## config.mk

```make
export PLATFORM = sky130hd
export DESIGN_NAME = wmc_mem
export DESIGN_NICKNAME = d
export VERILOG_FILES = /design/src/rtl/wmc_mem.sv
export SDC_FILE = /design/constraint.sdc
export NUM_CORES = 1
export LEC_CHECK = 0
export BUFFER_PORTS_ARGS = -buffer_cell sky130_fd_sc_hd__buf_2
export CORE_MARGIN = 2
export CORE_UTILIZATION = 38
export CTS_CLUSTER_SIZE = 12
export DETAILED_ROUTE_END_ITERATION = 10
export PLACE_DENSITY_LB_ADDON = 0.1
export SLEW_MARGIN = 20
export SYNTH_ARGS = -nofsm -noshare
export SYNTH_HDL_FRONTEND = slang
export SYNTH_SLANG_ARGS = --single-unit
```

## constraint.sdc

```tcl
create_clock -name i_clk -period 6.57 [get_ports i_clk]
set_input_delay 0.9855 -clock i_clk [delete_from_list [all_inputs] [get_ports i_clk]]
set_output_delay 0.9855 -clock i_clk [all_outputs]
set_load 0.05 [all_outputs]
```

## src/rtl/wmc_mem.sv

```systemverilog
// Generic single-port-write, registered-read memory.
// No dependencies.
`timescale 1ns / 1ps
`default_nettype none
module wmc_mem #(
    parameter int WIDTH = 32,
    parameter int DEPTH = 32
) (
    input  wire                      i_clk,
    input  wire                      i_we,
    input  wire  [$clog2(DEPTH)-1:0] i_waddr,
    input  wire  [WIDTH-1:0]         i_wdata,
    input  wire  [$clog2(DEPTH)-1:0] i_raddr,
    output logic [WIDTH-1:0]         o_rdata
);
    logic [WIDTH-1:0] r_mem [DEPTH];

    always_ff @(posedge i_clk) begin
        if (i_we) begin
            r_mem[i_waddr] <= i_wdata;
        end
        o_rdata <= r_mem[i_raddr];
    end
endmodule
`default_nettype wire

```

==> impl_metrics.prom, run 1 <==
# TYPE chip_impl_metric gauge
chip_impl_metric{name="design.portCount",unit=""} 76
chip_impl_metric{name="fmaxAchievable",unit="MHz"} 309.5
chip_impl_metric{name="synth_async_sr_flop_share",unit=""} 0
chip_impl_metric{name="post-route-min-period",unit="ns"} 3.231
chip_impl_info{name="synth_top_flop_cell",value="edfxtp_1"} 1
chip_impl_metric{name="drv_slew",unit=""} 0
chip_impl_metric{name="numPortBuffers",unit=""} 75
chip_impl_info{name="worst_setup_path_start_kind",value="input port"} 1
chip_impl_metric{name="drc",unit=""} 0
chip_impl_metric{name="synthesis.area_per_instance",unit="um^2"} 17.91
chip_impl_metric{name="antenna_cells_inserted",unit=""} 0
chip_impl_metric{name="ys_seq_elements",unit=""} 1056
chip_impl_metric{name="via_density",unit=""} 5.415
chip_impl_metric{name="warnings_from_yosys",unit=""} 0
chip_impl_metric{name="timing.final.crit_share",unit=""} 0.4918
chip_impl_metric{name="initial_utilization",unit=""} 0.3841
chip_impl_metric{name="vias",unit=""} 20941
chip_impl_metric{name="timing.max_slew.rel_slack",unit=""} 0.3735
chip_impl_metric{name="cts.repair_timing.setup_buffer_count",unit=""} 0
chip_impl_metric{name="grt-ovfl-total",unit=""} 0
chip_impl_metric{name="path_clk_slew",unit="ns"} 0.06
chip_impl_metric{name="synth_enable_flop_cells",unit=""} 1024
chip_impl_metric{name="timing_hold_violations_final",unit=""} 0
chip_impl_metric{name="clock_latency_on_the_worst_skew_pair",unit="ns"} 0.69
chip_impl_metric{name="pwr_density_cell",unit="nW/um^2"} 314.1
chip_impl_metric{name="cp_max_fo",unit=""} 55
chip_impl_metric{name="clock_tree.buffer_depth",unit=""} 3
chip_impl_info{name="outcome",value="finished clean"} 1
chip_impl_metric{name="design.die.area",unit="um^2"} 109200
chip_impl_metric{name="std_cell_rows",unit=""} 119
chip_impl_metric{name="grt_pass1_wl",unit="mm"} 152.3
chip_impl_metric{name="fp.coreArea",unit="um^2"} 105400
chip_impl_metric{name="timing.critical_path.arrival",unit="ns"} 3.75
chip_impl_metric{name="grt.met3_usage",unit=""} 0.02755
chip_impl_metric{name="dieHeight",unit="um"} 330.4
chip_impl_metric{name="synthDistinctLibCells",unit=""} 25
chip_impl_metric{name="via_count_of_the_first_global_routing_pass",unit=""} 21237
chip_impl_metric{name="timing.max_cap.violations",unit=""} 0
chip_impl_info{name="cts_tree",value="yes"} 1
chip_impl_metric{name="mappedNetlistArea",unit="um^2"} 40490
chip_impl_metric{name="global_placer_s_final_weighted_congestion",unit=""} 0.7655
chip_impl_metric{name="postSynthNetCount",unit=""} 2304
chip_impl_metric{name="track_usage",unit=""} 0.1953
chip_impl_metric{name="syn-instance-count",unit=""} 2260
chip_impl_metric{name="wl",unit="mm"} 107.0
chip_impl_info{name="grt-busiest-layer",value="met2"} 1
chip_impl_metric{name="die-width",unit="um"} 330.4
chip_impl_metric{name="detailedRoute.firstPassIterationCount",unit=""} 5
chip_impl_info{name="ctsRootBufferMaster",value="clkbuf_16"} 1
chip_impl_metric{name="cts_hold_repair.buffers",unit=""} 0
chip_impl_metric{name="routedWlPerCell",unit="um"} 27.67
chip_impl_metric{name="fin_skew",unit="ns"} 0.02756
chip_impl_metric{name="grt_antenna_before_repair",unit=""} 6
chip_impl_metric{name="tritoncts_num_sinks",unit=""} 1056
chip_impl_metric{name="finalHoldWorstSlack",unit="ns"} 0.5828
chip_impl_metric{name="htree_num_levels",unit=""} 3
chip_impl_metric{name="total_leakage_power",unit="nW"} 15.94
chip_impl_info{name="critical_path.cell_chain",value="buf_2 -> and2b_4 -> buf_4 -> a22oi_1 -> a31oi_1 -> nand3_1"} 1
chip_impl_metric{name="grt_use_met1",unit=""} 0.2724
chip_impl_metric{name="grt_start_max_net_pins",unit=""} 129
chip_impl_metric{name="place.detailed.hpwl",unit="mm"} 57.30
chip_impl_metric{name="layout.nets",unit=""} 2420
chip_impl_metric{name="vdd_ir_drop_max",unit="mV"} 0.2029
chip_impl_info{name="layout_commonest_cell",value="edfxtp_1"} 1
chip_impl_metric{name="crit_required",unit="ns"} 7.09
chip_impl_metric{name="met2_resource_use_gr",unit=""} 0.3214
chip_impl_metric{name="setup_viol",unit=""} 0
chip_impl_metric{name="ant_nets",unit=""} 0
chip_impl_metric{name="numCtsBuffers",unit=""} 113
chip_impl_metric{name="flow.area_growth_from_synthesis",unit="%"} 14.13
chip_impl_metric{name="timing_worst_slew_pin_value",unit="ns"} 0.9398
chip_impl_metric{name="post_cts_resize_count",unit=""} 0
chip_impl_info{name="unrepaired_setup_endpoints_after_global_routing",value="no"} 1
chip_impl_metric{name="drive_above_1_share",unit=""} 0.1305
chip_impl_info{name="critical_path.slowest_cell",value="buf_4"} 1
chip_impl_metric{name="critical-path-max-stage-delay",unit="ns"} 0.81
chip_impl_info{name="crit_path_end_kind",value="flop"} 1
chip_impl_metric{name="sum_neg_setup_slack",unit="ns"} 0
chip_impl_info{name="timing.hold.worst.class",value="reg -> reg"} 1
chip_impl_metric{name="synth_seq_area_share",unit=""} 0.7754
chip_impl_metric{name="first_iter_violations",unit=""} 1527
chip_impl_info{name="crit_type",value="in -> reg"} 1
chip_impl_info{name="most-common-layout-cells",value="1024 x edfxtp_1, 512 x mux2i_1, 115 x clkbuf_16, 98 x nand3_1, 97 x nand2_1"} 1
[cell type report]
class                           instances  area [um^2]
Sequential cell                      1056        31390
Clock inverter                         58        506.7
Fill cell                            9278        59210
Clock buffer                          157         3095
Timing Repair Buffer                  128        858.3
Tap cell                             1391         1740
Multi-Input combinational cell       1077         8615
[cells by family after synthesis]
family                 count (synthesis)  synth area share
AND/OR/NAND/NOR                      277           0.03100
multiplexers                         512            0.1266
AO/OA/AOI/OAI                        288           0.04846
buffers and inverters                127           0.01860
flip-flops                          1056            0.7753
[worst paths after layout]
check,startpoint,end,slack (ns),cells past startpoint
setup / recovery,i_raddr[2],o_rdata[7],3.34,6
hold / removal,r_mem[10][17],o_rdata[17],0.58,4
setup reg to reg,r_mem[3][13],o_rdata[13],4.91,5
hold reg to reg,r_mem[10][17],o_rdata[17],0.58,4
[power breakdown]
group	internal [W]	switching, W
logic	0.000220	0.000585
registers	0.00749	0.0000375
clock network	0.00359	0.00259
total	0.0113	0.00321
[cells in the mapped netlist, types with 2 or more instances]
cell	instances	area, um^2
edfxtp_1	1024	30750
mux2i_1	512	5125
nand2_1	98	367.9
nand3_1	98	490.5
a21oi_1	96	480.5
a22oi_1	96	720.7
a22o_1	64	560.5
clkbuf_1	46	172.7
nor2_1	34	127.6
buf_4	33	247.7
a31oi_1	32	200.2
dfxtp_1	32	640.6
nor3_1	32	160.2
buf_2	26	130.1
buf_6	15	168.9
buf_1	5	18.77
nand3b_1	5	37.54
or3b_2	3	26.28
clkbuf_4	2	15.01
nand2b_1	2	12.51
[routing by layer]
metal  vias up  share of wire
li1       9237              -
met1     10986           0.45
met2       554           0.48
met3       162          0.045
met4         2          0.023
met5         -        0.00012
[registers in the layout, indices dropped and copies added, names as in the netlist]
name     cells
r_mem     1024
o_rdata     32
[critical path, delay by kind of cell]
| kind | cells | cell delay, ns |
|---|---|---|
| compound gates | 2 | 0.94 |
| buf+inv | 2 | 0.94 |
| simple gates | 2 | 0.84 |
[through the flow]
stage	setup slack (ns)	cell area, um^2	utilization	std cells	power (W)
CTS	3.351	46210	0.4383	3867	0.01466
global route	3.298	46210	0.4383	3867	0.01497
detailed placement	2.586	42600	0.4041	3652	0.008489
global placement	2.584	42600	0.4041	3652	0.008480
finish	3.339	46210	0.4383	3867	0.01451
floorplan	3.150	40490	-	2260	0.008137
Note: power is estimated with default switching activity, not from simulation.
==> run 2: changes to the inputs <==
clock period = 2.8 ns   (was 6.57 ns; I/O delays follow)
==> run 2 against run 1 <==
  * Worst hold slack lost 0.34 ns
  * Die area unchanged
  * Register-to-register slack got worse by 3.5 ns
  * Sequential power is 140% higher
  * Non-clock buffer count grew 86
  * Critical path type is now reg -> out
  * Critical endpoint is now o_rdata[12]
  * Largest cell class unchanged
  * Highest routed layer is now met4
==> impl_metrics.prom, run 2 (synthesis gave the netlist of run 1 again) <==
# TYPE chip_impl_metric gauge
chip_impl_info{name="outcome",value="finished clean"} 1
chip_impl_metric{name="grt_pass1_wl",unit="mm"} 155.1
chip_impl_metric{name="switching_power",unit="W"} 0.007299
chip_impl_metric{name="track_usage",unit=""} 0.1996
chip_impl_metric{name="dieHeight",unit="um"} 330.4
chip_impl_metric{name="final.fill_count",unit=""} 9153
chip_impl_metric{name="flow.area_growth_from_synthesis",unit="%"} 16.74
chip_impl_metric{name="part_of_the_power_in_the_clock_network",unit=""} 0.418
chip_impl_metric{name="total_leakage_power",unit="nW"} 16.49
chip_impl_metric{name="timing.final.crit_share",unit=""} 0.7295
chip_impl_metric{name="htree_num_levels",unit=""} 3
chip_impl_metric{name="first_iter_violations",unit=""} 1552
chip_impl_metric{name="routedWlPerCell",unit="um"} 27.73
chip_impl_info{name="top_regs",value="r_mem x1024, o_rdata x32"} 1
chip_impl_metric{name="path_buf_inv",unit=""} 1
chip_impl_metric{name="timing_hold_violations_final",unit=""} 0
chip_impl_metric{name="fmaxAchievable",unit="MHz"} 489.6
chip_impl_metric{name="fin_skew",unit="ns"} 0.02356
chip_impl_metric{name="clock_tree.buffer_depth",unit=""} 3
chip_impl_metric{name="layout.nets",unit=""} 2503
chip_impl_info{name="timing.hold.worst.class",value="in -> reg"} 1
chip_impl_metric{name="drv_slew",unit=""} 0
chip_impl_info{name="crit_type",value="reg -> out"} 1
chip_impl_metric{name="stdcell_area",unit="um^2"} 47260
chip_impl_metric{name="ant_nets",unit=""} 0
chip_impl_metric{name="vdd_ir_drop_max",unit="mV"} 0.4230
chip_impl_metric{name="pwr_density_cell",unit="nW/um^2"} 714.1
chip_impl_info{name="worst_setup_path_start_kind",value="flop"} 1
chip_impl_metric{name="p_int",unit="W"} 0.02645
chip_impl_metric{name="final_util",unit=""} 0.4484
chip_impl_metric{name="critical-path-max-stage-delay",unit="ns"} 0.58
chip_impl_metric{name="initial_utilization",unit=""} 0.3841
chip_impl_metric{name="comb_power_share",unit=""} 0.058
chip_impl_metric{name="timing.max_slew.rel_slack",unit=""} 0.4663
chip_impl_metric{name="numPortBuffers",unit=""} 75
chip_impl_metric{name="timing.max_cap.violations",unit=""} 0
chip_impl_info{name="critical_path.cell_chain",value="buf_2"} 1
chip_impl_info{name="crit_path_end_kind",value="primary output"} 1
chip_impl_metric{name="clock_latency_on_the_worst_skew_pair",unit="ns"} 0.68
chip_impl_metric{name="design.portCount",unit=""} 76
chip_impl_info{name="critical_path.slowest_cell",value="dfxtp_1"} 1
chip_impl_info{name="ctsRootBufferMaster",value="clkbuf_16"} 1
chip_impl_metric{name="cts.repair_timing.setup_buffer_count",unit=""} 0
chip_impl_info{name="min_from",value="i_wdata[28]"} 1
chip_impl_metric{name="drc",unit=""} 0
chip_impl_metric{name="proportion_of_power_drawn_by_flip_flops_and_latches",unit=""} 0.524
chip_impl_metric{name="via_density",unit=""} 5.345
chip_impl_info{name="unrepaired_setup_endpoints_after_global_routing",value="no"} 1
chip_impl_metric{name="post-route-min-period",unit="ns"} 2.043
chip_impl_metric{name="cts_hold_repair.buffers",unit=""} 0
chip_impl_info{name="cts_tree",value="yes"} 1
chip_impl_info{name="layout_commonest_cell",value="edfxtp_1"} 1
chip_impl_metric{name="grt_antenna_before_repair",unit=""} 7
chip_impl_metric{name="place.detailed.hpwl",unit="mm"} 61.46
chip_impl_metric{name="crit_required",unit="ns"} 2.38
chip_impl_info{name="critical_path.startpoint",value="o_rdata[12]"} 1
chip_impl_info{name="largest_register",value="r_mem"} 1
chip_impl_metric{name="power.share.switching",unit=""} 0.2163
chip_impl_metric{name="detailedRoute.firstPassIterationCount",unit=""} 5
chip_impl_metric{name="timing.critical_path.arrival",unit="ns"} 1.62
chip_impl_metric{name="design.die.area",unit="um^2"} 109200
chip_impl_metric{name="wl",unit="mm"} 109.4
chip_impl_metric{name="max_reg_flops",unit=""} 1024
chip_impl_metric{name="numCtsBuffers",unit=""} 110
chip_impl_metric{name="setup_viol",unit=""} 0
chip_impl_metric{name="via_count_of_the_first_global_routing_pass",unit=""} 21208
chip_impl_metric{name="grt-ovfl-total",unit=""} 0
chip_impl_metric{name="timing_worst_slew_pin_value",unit="ns"} 0.8006
chip_impl_metric{name="vias",unit=""} 21092
chip_impl_metric{name="tritoncts_num_sinks",unit=""} 1056
chip_impl_metric{name="path_clk_slew",unit="ns"} 0.06
chip_impl_metric{name="placed_cell_area",unit="um^2"} 43730
chip_impl_info{name="crit-reg2reg-launch",value="r_mem[7][11]"} 1
chip_impl_metric{name="fp.coreArea",unit="um^2"} 105400
chip_impl_metric{name="global_placer_s_final_weighted_congestion",unit=""} 0.7489
chip_impl_info{name="most-common-layout-cells",value="1024 x edfxtp_1, 512 x mux2i_1, 113 x clkbuf_16, 98 x nand3_1, 97 x nand2_1"} 1
chip_impl_metric{name="cp_max_fo",unit=""} 1
chip_impl_metric{name="post_cts_resize_count",unit=""} 0
chip_impl_info{name="critPathTopFamily",value="flip-flops"} 1
chip_impl_metric{name="std_cell_rows",unit=""} 119
chip_impl_metric{name="drive_above_1_share",unit=""} 0.1613
chip_impl_metric{name="grt_start_max_net_pins",unit=""} 81
chip_impl_metric{name="die-width",unit="um"} 330.4
## run 2: through the flow
| step | total power (W) | TNS [ns] | setup WS, ns | hold WS (ns) | cells |
|---|---|---|---|---|---|
| final | 0.03375 | 0 | 0.7574 | 0.2449 | 3946 |
| after global routing | 0.03485 | 0 | 0.7340 | 0.2351 | 3945 |
| after CTS | 0.03412 | 0 | 0.7250 | 0.1984 | 3945 |
| after detailed placement | 0.02002 | 0 | 0.3956 | 0.5879 | 3738 |
| after global placement | 0.01999 | 0 | 0.3965 | 0.5894 | 3738 |
| after floorplan | 0.01909 | -12.91 | -0.05408 | 0.5189 | 2260 |
## run 2: final timing paths
check / endpoint / slack [ns] / depth (start not counted)
worst max register to register: o_rdata[11] / 1.37 / 7
worst min register to register: o_rdata[4] / 0.60 / 4
worst max-delay path: o_rdata[12] / 0.76 / 1
worst min-delay path: r_mem[1][28] / 0.24 / 1
## run 2: cell type report
class / instances / area (um^2) / area share
diodes: 1 / 2.502 / 0.00005295
well taps: 1391 / 1740 / 0.03682
multi-input cells: 1077 / 8610 / 0.1822
clock inverters: 32 / 249.0 / 0.005268
repair buffers: 214 / 1992 / 0.04214
flip-flops and latches: 1056 / 31390 / 0.6641
clock buffers: 175 / 3281 / 0.06941
## run 2: power groups by stage
stage	logic (W)	registers (W)	clock network (W)
floorplan	0.000908	0.0182	0
global placement	0.00197	0.0180	0
detailed placement	0.00199	0.0180	0
CTS	0.00200	0.0177	0.0144
global route	0.00211	0.0177	0.0150
finish	0.00197	0.0177	0.0141
## run 2: metal layers
layer  track usage  share of wire  up-vias
li1              -              -     9401
met1        0.2780           0.45    11126
met2        0.3334           0.49      448
met3       0.02809          0.043      117
met4       0.04417          0.015        0
met5             0              0        -
